===== src/rtl/message_template_insert_parser_assert.svh =====
// Assertion macros used by the message template insert parser top level.
`ifndef MESSAGE_TEMPLATE_INSERT_PARSER_ASSERT_SVH
`define MESSAGE_TEMPLATE_INSERT_PARSER_ASSERT_SVH

// Same-cycle implication, checked outside reset.
`define MTIP_ASSERT_NOW(label, ante, cons) \
    label: assert property (@(posedge clk) disable iff (!rst_n) (ante) |-> (cons)) \
        else $error("mtip check failed");

// Next-cycle implication, checked outside reset.
`define MTIP_ASSERT_NEXT(label, ante, cons) \
    label: assert property (@(posedge clk) disable iff (!rst_n) (ante) |=> (cons)) \
        else $error("mtip check failed");

`endif


===== src/rtl/mtip_pkg.sv =====
// Package for the message template insert parser: token types and character codes.
package mtip_pkg;

    localparam int CHAR_W  = 16;
    localparam int COUNT_W = 7;
    localparam int INDEX_W = 7;

    localparam logic [CHAR_W-1:0] CH_NUL     = 16'h0000;
    localparam logic [CHAR_W-1:0] CH_NEWLINE = 16'h000A;
    localparam logic [CHAR_W-1:0] CH_SPACE   = 16'h0020;
    localparam logic [CHAR_W-1:0] CH_BANG    = 16'h0021;
    localparam logic [CHAR_W-1:0] CH_PERCENT = 16'h0025;
    localparam logic [CHAR_W-1:0] CH_DOT     = 16'h002E;
    localparam logic [CHAR_W-1:0] CH_ZERO    = 16'h0030;
    localparam logic [CHAR_W-1:0] CH_NINE    = 16'h0039;
    localparam logic [CHAR_W-1:0] CH_QUEST   = 16'h003F;
    localparam logic [CHAR_W-1:0] CH_LOWER_N = 16'h006E;
    localparam logic [CHAR_W-1:0] CH_LOWER_S = 16'h0073;

    typedef enum logic [1:0] {
        KIND_LIT = 2'd0,
        KIND_REF = 2'd1,
        KIND_END = 2'd2
    } kind_t;

    typedef struct packed {
        kind_t             kind;
        logic [CHAR_W-1:0] value;
        logic              last;
    } tok_t;

    // Tokens caused by one character: the insert token, if any, comes first.
    typedef struct packed {
        logic [1:0] count;
        tok_t       tok0;
        tok_t       tok1;
    } parse_res_t;

endpackage


===== src/rtl/mtip_parser.sv =====
// Escape and insert parser: mode state machine and per-character token decode.
module mtip_parser (
    input  logic                         clk,
    input  logic                         rst_n,
    input  logic                         advance,
    input  logic [mtip_pkg::CHAR_W-1:0]  ch,
    input  logic [mtip_pkg::COUNT_W-1:0] arg_count,
    output mtip_pkg::parse_res_t         res
);
    import mtip_pkg::*;

    typedef enum logic [2:0] {
        MODE_PLAIN  = 3'd0,
        MODE_PCT    = 3'd1,
        MODE_ONE    = 3'd2,
        MODE_DIGITS = 3'd3,
        MODE_BANG   = 3'd4,
        MODE_BANG_S = 3'd5,
        MODE_EMIT   = 3'd6
    } mode_t;

    mode_t               mode_reg, mode_next;
    logic [3:0]          first_reg, first_next;
    logic [3:0]          second_reg, second_next;
    logic                has2_reg, has2_next;

    logic                is_digit;
    logic                is_escape;
    logic                reproc;
    logic                ins_valid;
    logic                esc_valid;
    logic [INDEX_W-1:0]  idx;
    tok_t                ins_tok;
    tok_t                plain_tok;
    logic                plain_valid;
    logic [1:0]          n_tok;

    assign is_digit  = (ch >= CH_ZERO) && (ch <= CH_NINE);
    assign is_escape = (ch == CH_ZERO) || (ch == CH_LOWER_N) || (ch == CH_SPACE) ||
                       (ch == CH_DOT) || (ch == CH_BANG) || (ch == CH_PERCENT);

    // index = first * 10 + second, built from shifts
    assign idx = has2_reg
               ? ((INDEX_W'(first_reg) << 3) + (INDEX_W'(first_reg) << 1) + INDEX_W'(second_reg))
               : INDEX_W'(first_reg);

    always_comb
    begin
        mode_next   = mode_reg;
        first_next  = first_reg;
        second_next = second_reg;
        has2_next   = has2_reg;
        reproc      = 1'b0;
        ins_valid   = 1'b0;
        esc_valid   = 1'b0;

        unique case (mode_reg)
            MODE_PLAIN:
            begin
                reproc = 1'b1;
            end
            MODE_PCT:
            begin
                if (is_escape)
                begin
                    esc_valid = 1'b1;
                    mode_next = MODE_PLAIN;
                end
                else if (is_digit)
                begin
                    first_next  = ch[3:0];
                    second_next = 4'd0;
                    has2_next   = 1'b0;
                    mode_next   = MODE_ONE;
                end
                else
                begin
                    reproc = 1'b1;
                end
            end
            MODE_ONE:
            begin
                if (is_digit)
                begin
                    second_next = ch[3:0];
                    has2_next   = 1'b1;
                    mode_next   = MODE_DIGITS;
                end
                else if (ch == CH_BANG)
                begin
                    mode_next = MODE_BANG;
                end
                else
                begin
                    ins_valid = 1'b1;
                    reproc    = 1'b1;
                end
            end
            MODE_DIGITS:
            begin
                if (ch == CH_BANG)
                begin
                    mode_next = MODE_BANG;
                end
                else
                begin
                    ins_valid = 1'b1;
                    reproc    = 1'b1;
                end
            end
            MODE_BANG:
            begin
                if (ch == CH_LOWER_S)
                    mode_next = MODE_BANG_S;
                else
                    reproc = 1'b1;
            end
            MODE_BANG_S:
            begin
                if (ch == CH_BANG)
                    mode_next = MODE_EMIT;
                else
                    reproc = 1'b1;
            end
            MODE_EMIT:
            begin
                ins_valid = 1'b1;
                reproc    = 1'b1;
            end
            default:
            begin
                reproc = 1'b1;
            end
        endcase

        if (reproc)
            mode_next = (ch == CH_PERCENT) ? MODE_PCT : MODE_PLAIN;
    end

    // token from plain-text handling, or from a one-character escape
    always_comb
    begin
        plain_valid     = 1'b0;
        plain_tok.kind  = KIND_LIT;
        plain_tok.value = ch;
        plain_tok.last  = 1'b1;
        if (esc_valid)
        begin
            plain_valid = 1'b1;
            if (ch == CH_ZERO)
                plain_tok.value = CH_NUL;
            else if (ch == CH_LOWER_N)
                plain_tok.value = CH_NEWLINE;
        end
        else if (reproc && (ch != CH_PERCENT))
        begin
            plain_valid = 1'b1;
            if (ch == CH_NUL)
                plain_tok.kind = KIND_END;
        end
    end

    always_comb
    begin
        ins_tok.last = !plain_valid;
        if (idx <= arg_count)
        begin
            ins_tok.kind  = KIND_REF;
            ins_tok.value = CHAR_W'(idx);
        end
        else
        begin
            ins_tok.kind  = KIND_LIT;
            ins_tok.value = CH_QUEST;
        end
    end

    assign n_tok     = {1'b0, ins_valid} + {1'b0, plain_valid};
    assign res.count = n_tok;
    assign res.tok0  = ins_valid ? ins_tok : plain_tok;
    assign res.tok1  = plain_tok;

    always_ff @(posedge clk or negedge rst_n)
    begin
        if (!rst_n)
        begin
            mode_reg   <= MODE_PLAIN;
            first_reg  <= 4'd0;
            second_reg <= 4'd0;
            has2_reg   <= 1'b0;
        end
        else if (advance)
        begin
            mode_reg   <= mode_next;
            first_reg  <= first_next;
            second_reg <= second_next;
            has2_reg   <= has2_next;
        end
    end

endmodule


===== src/rtl/message_template_insert_parser.sv =====
// Top level of the message template insert parser: input register, parser, token buffer.
//
// Usage:
//   Input channel (in_valid / in_stall / template_char) carries one 16-bit
//   template character per transfer. Output channel (out_valid / out_stall)
//   carries one token per transfer: token_kind, token_value, last_of_run.
//   Config channel (cfg_valid / cfg_ready / arg_count) writes the argument
//   count; cfg_ready is always high. Write it only while the block is idle.
// Path: a taken character is held in the input register, decoded
//   combinationally, and its tokens are registered in the token buffer.
// Throughput: one character per cycle while each character gives at most one
//   token and out_stall stays low. A character that closes an insert and is
//   itself text or a NUL gives two tokens; the next character with tokens waits
//   until the second transfers. The two-entry token buffer at the output sets this.
// Reset: parser returns to plain text, buffers empty, arg_count = 0.
// Stall: with out_stall high the head token holds; once the buffer cannot
//   take the decoded character's tokens, in_stall rises the same cycle.
module message_template_insert_parser (
    input  logic                         clk,
    input  logic                         rst_n,
    // character input
    input  logic                         in_valid,
    output logic                         in_stall,
    input  logic [mtip_pkg::CHAR_W-1:0]  template_char,
    // token output
    output logic                         out_valid,
    input  logic                         out_stall,
    output logic [1:0]                   token_kind,
    output logic [mtip_pkg::CHAR_W-1:0]  token_value,
    output logic                         last_of_run,
    // config write
    input  logic                         cfg_valid,
    output logic                         cfg_ready,
    input  logic [mtip_pkg::COUNT_W-1:0] arg_count
);
    import mtip_pkg::*;
    `include "message_template_insert_parser_assert.svh"

    logic                s1_valid_reg, s1_valid_next;
    logic [CHAR_W-1:0]   char_reg;
    logic [COUNT_W-1:0]  arg_count_reg;

    logic [1:0]          cnt_reg, cnt_next;
    tok_t                slot0_reg, slot0_next;
    tok_t                slot1_reg, slot1_next;

    parse_res_t          res;
    logic                in_fire;
    logic                out_fire;
    logic                buf_free;
    logic                advance;
    logic                load;

    assign cfg_ready = 1'b1;

    // output side
    assign out_valid   = (cnt_reg != 2'd0);
    assign out_fire    = out_valid && !out_stall;
    assign token_kind  = slot0_reg.kind;
    assign token_value = slot0_reg.value;
    assign last_of_run = slot0_reg.last;

    // buffer is empty by the next edge
    assign buf_free = (cnt_reg == 2'd0) || ((cnt_reg == 2'd1) && out_fire);

    // decode stage moves on when its tokens fit (or it has none)
    assign advance  = s1_valid_reg && ((res.count == 2'd0) || buf_free);
    assign load     = advance && (res.count != 2'd0);

    assign in_stall      = s1_valid_reg && !advance;
    assign in_fire       = in_valid && !in_stall;
    assign s1_valid_next = in_fire || (s1_valid_reg && !advance);

    mtip_parser u_parser (
        .clk       (clk),
        .rst_n     (rst_n),
        .advance   (advance),
        .ch        (char_reg),
        .arg_count (arg_count_reg),
        .res       (res)
    );

    always_comb
    begin
        cnt_next   = cnt_reg;
        slot0_next = slot0_reg;
        slot1_next = slot1_reg;
        if (load)
        begin
            cnt_next   = res.count;
            slot0_next = res.tok0;
            slot1_next = res.tok1;
        end
        else if (out_fire)
        begin
            cnt_next   = cnt_reg - 2'd1;
            slot0_next = slot1_reg;
        end
    end

    always_ff @(posedge clk or negedge rst_n)
    begin
        if (!rst_n)
        begin
            s1_valid_reg  <= 1'b0;
            cnt_reg       <= 2'd0;
            arg_count_reg <= '0;
        end
        else
        begin
            s1_valid_reg <= s1_valid_next;
            cnt_reg      <= cnt_next;
            if (cfg_valid && cfg_ready)
                arg_count_reg <= arg_count;
        end
    end

    // payload registers, no reset
    always_ff @(posedge clk)
    begin
        if (in_fire)
            char_reg <= template_char;
        slot0_reg <= slot0_next;
        slot1_reg <= slot1_next;
    end

    `MTIP_ASSERT_NOW(a_cnt_range, 1'b1, cnt_reg != 2'd3)
    `MTIP_ASSERT_NOW(a_last_matches_cnt, out_valid && !slot0_reg.last, cnt_reg == 2'd2)
    `MTIP_ASSERT_NEXT(a_held_char, s1_valid_reg && in_stall, s1_valid_reg && $stable(char_reg))
    `MTIP_ASSERT_NOW(a_pair_is_insert, load && (res.count == 2'd2), res.tok0.kind == KIND_REF || res.tok0.value == CH_QUEST)

endmodule


===== config.mk =====
export PLATFORM = sky130hd
export DESIGN_NAME = message_template_insert_parser
export DESIGN_NICKNAME = d
export VERILOG_FILES = /design/src/rtl/mtip_pkg.sv /design/src/rtl/mtip_parser.sv /design/src/rtl/message_template_insert_parser.sv
export VERILOG_INCLUDE_DIRS = /design/src /design/src/rtl
export SDC_FILE = /design/constraint.sdc
export NUM_CORES = 1
export LEC_CHECK = 0
export BUFFER_PORTS_ARGS = -buffer_cell sky130_fd_sc_hd__buf_2
export CORE_MARGIN = 5
export CORE_UTILIZATION = 55
export DETAILED_ROUTE_END_ITERATION = 6
export GPL_TIMING_DRIVEN = 0
export PLACE_DENSITY = 0.88
export SYNTH_ARGS = -nofsm -noshare
export SYNTH_HDL_FRONTEND = slang
export SYNTH_HIERARCHICAL = 1
export SYNTH_SLANG_ARGS = --single-unit

===== constraint.sdc =====
create_clock -name clk -period 4.5 [get_ports clk]
set_clock_uncertainty 0.2 [all_clocks]
set_input_delay 0.9 -clock clk [delete_from_list [all_inputs] [get_ports clk]]
set_output_delay 0.9 -clock clk [all_outputs]
set_load 0.005 [all_outputs]

==> results by group <==
Status
  • Status: finished clean

Detailed routing
  • Number of design-rule violations left by the first detailed-router iteration: 281
  • Final routed wire length divided by cell count: 16.6 µm
  • Initial DRT Pass Iterations: 5
  • Overall via count from detail_route: 2,863
  • Number of routed nets with antenna violations: 0
  • Remaining routing DRC violations: 0
  • Total routed wirelength: 8470 µm
  • Number of vias per cell after detailed routing: 5.60

Synthesis
  • Register bit count reported by yosys: 76
  • Post-synth net total: 393
  • Fraction of post-synthesis cell area in the top cell type by area: 39.5%
  • Post-synth EDFFs: 54
  • Sequential-to-total area share from yosys stat: 52.9%
  • Post-Syn Area per Cell: 11.9 µm²
  • Unique masters post-synth: 58
  • Predominant post-synthesis flop cell: sky130_fd_sc_hd__edfxtp_1
  • Most used standard cell by instance count after synthesis: sky130_fd_sc_hd__edfxtp_1
  • Post-synthesis async set-or-reset flop share: 28.9%
  • Leading cell types by count after synthesis: sky130_fd_sc_hd__edfxtp_1, sky130_fd_sc_hd__inv_1, sky130_fd_sc_hd__dfrtp_1, sky130_fd_sc_hd__clkbuf_1
  • Warnings, synthesis: 6
  • Cell type with the largest total area after synthesis: sky130_fd_sc_hd__edfxtp_1
  • Top cells by area, synth: sky130_fd_sc_hd__edfxtp_1, sky130_fd_sc_hd__dfrtp_1, sky130_fd_sc_hd__mux2_4
  • Mapped cell area: 4100 µm²
  • Cells after Synth: 344

Global route
  • Via count of the first global-routing pass: 2,761
  • Global router's overall resource usage: 18.5%
  • Antenna violations before repair: 0
  • Remaining Overflow, GRT: 0
  • Maximum number of pins on one net before global-route repair: 23
  • Global-route wire length before repair: 12,800 µm

STA
  • Transition at the pin with the smallest max-transition slack: 0.809 ns
  • Max-slew violation count: 0
  • Endpoints failing setup: 0
  • Final Hold Slack: 0.308 ns
  • Max_slew headroom: 45.8%
  • Hold violation count in the final report: 0
  • Maximum frequency from static timing analysis: 0.228 GHz
  • PnR worst setup slack: 0.105 ns
  • Minimum clock period after layout: 4.39 ns
  • Post-route clock period utilization: 97.7%

Layout
  • NumNets Final: 456
  • Fraction of layout cells with a size suffix above 1: 30.1%
  • Cell area after layout: 4720 µm²
  • Total area of sequential cells: 2170 µm²
  • Layout area overhead: 15.0%
  • Fill cells: 516
  • Max FFs per register: 19
  • Diode count: 0
  • Post-Route Utilization: 65.0%
  • Multi-input logic area: 1690 µm²

Placement
  • Gpl congestion: 0.870
  • Final HPWL DP: 6160 µm
  • Standard cell area after detailed placement: 4480 µm²
  • Worst slack at placement: -0.120 ns
  • Input/output buffers: 47

Critical path
  • Worst Path Max Fanout: 10
  • Max incr delay on CP: 0.43 ns
  • Signal arrival time at the worst endpoint: 3.29 ns
  • Ordered list of cells on the worst path: buf_6 -> or3b_1 -> or3_1 -> a2111o_1 -> o2bb2ai_1 -> inv_1 -> o21ai_0 -> ha_1 -> o21ai_2 -> nor2_2 -> buf_2
  • Highest-delay cell along the critical path: sky130_fd_sc_hd__ha_1
  • Sum of buffers and inverters on the critical path: 3
  • Critical path data required time: 3.40 ns
  • Kind of end point of the critical path: primary output
  • Crit-path leading delay family: compound AO/OA/AOI/OAI gates
  • Setup crit start kind: flop
  • CP Class: reg -> out

Clock network
  • Total clock buffers created by CTS: 9
  • CTS tree: yes
  • Master cell of the clock root buffer: sky130_fd_sc_hd__clkbuf_8
  • Level count of the clock H-tree: 3
  • Insertion delay to the later sink of the worst-skew pair: 0.36 ns
  • Clock sink count: 76
  • Hold buffers post-CTS: 0
  • Buffer depth of the longest clock path: 2
  • Clock-pin slew on the worst setup and hold paths: 0.09 ns

Flow run
  • Count of max-cap constraint violations: 0

Pwr
  • Power per cell area: 495 nW/µm²
  • Total chip power: 2.33 mW
  • Leakage power of the design: 2.05 nW
  • Worst VDD drop: 219 µV

Floorplanning
  • Floorplan Core Area: 7250 µm²
  • Die footprint: 9290 µm²
  • I/O Pins: 50
  • Starting Density: 56.6%
  • Overall die height: 96.4 µm
  • Cell row count: 31
  • X dimension of the die: 96.4 µm

Min path
  • Tightest Hold Check Type: in -> async
[what timing repair did]
item | in CTS | in global routing
gates resized for setup | 2 | 3
pin swaps | 0 | 1
endpoints found under the setup margin | 17 | 1
setup buffers | 0 | 4
[through the flow]
step / cells / setup TNS (ns)
after floorplan: 344 / 0
after global placement: 490 / -2.76
after detailed placement: 491 / -1.91
after CTS: 507 / 0
after global routing: 511 / -0.0302
final: 511 / 0
[power breakdown]
part	total, mW	switching [mW]	internal (mW)
clock network	0.507	0.293	0.215
registers	1.06	0.0637	0.997
logic	0.767	0.394	0.373
[final cells by class]
class	instances	area share, %
Clock inverter	7	1.38
Multi-Input combinational cell	208	35.7
Tap cell	99	2.63
Buffer	30	3.26
Timing Repair Buffer	52	5.94
Clock buffer	9	2.63
Inverter	30	2.39
Sequential cell	76	46.0
[path summary, 6_finish.rpt]
kind / start / endpoint / slack, ns / depth (start not counted)
worst max-delay path: char_reg[2] / in_stall / 0.11 / 11
min in group clk: arg_count_reg[1] / arg_count_reg[1] / 0.32 / 1
max in group asynchronous: rst_n / cnt_reg[0] / 3.45 / 1
worst min-delay path: rst_n / u_parser/first_reg[0] / 0.31 / 1
worst max register to register: char_reg[2] / u_parser/first_reg[0] / 0.25 / 14
worst min register to register: arg_count_reg[1] / arg_count_reg[1] / 0.32 / 1
[logic make-up (layout without fill, tap and decap cells)]
family,Yosys count,after routing,synth area share (%)
AO/OA/AOI/OAI,53,53,9.18
XOR/XNOR,3,3,0.641
adder cells (fa/ha/maj),21,21,6.77
buffers and inverters,60,128,6.50
flip-flops,76,76,52.9
multiplexers,34,34,11.0
other,3,3,0.274
AND/OR/NAND/NOR,94,94,12.7
[cell usage in the layout, fill, tap and decap left out, drive strengths merged, types with 13 or more instances in the layout]
| master | n |
|---|---|
| buf | 61 |
| nor2 | 13 |
| inv | 35 |
| and2 | 14 |
| nand2 | 18 |
| ha | 19 |
| dfrtp | 22 |
| mux2 | 31 |
| clkbuf | 30 |
| edfxtp | 54 |
[per-layer routing]
layer,part of all wire [%],vias to the layer above,global-route usage [%]
met2,52,111,32.3
met4,2.2,0,7.94
met1,40,1381,21.9
li1,-,1351,-
met5,0,-,0
met3,5.4,20,3.83
Power figures use the tool's default switching activity.
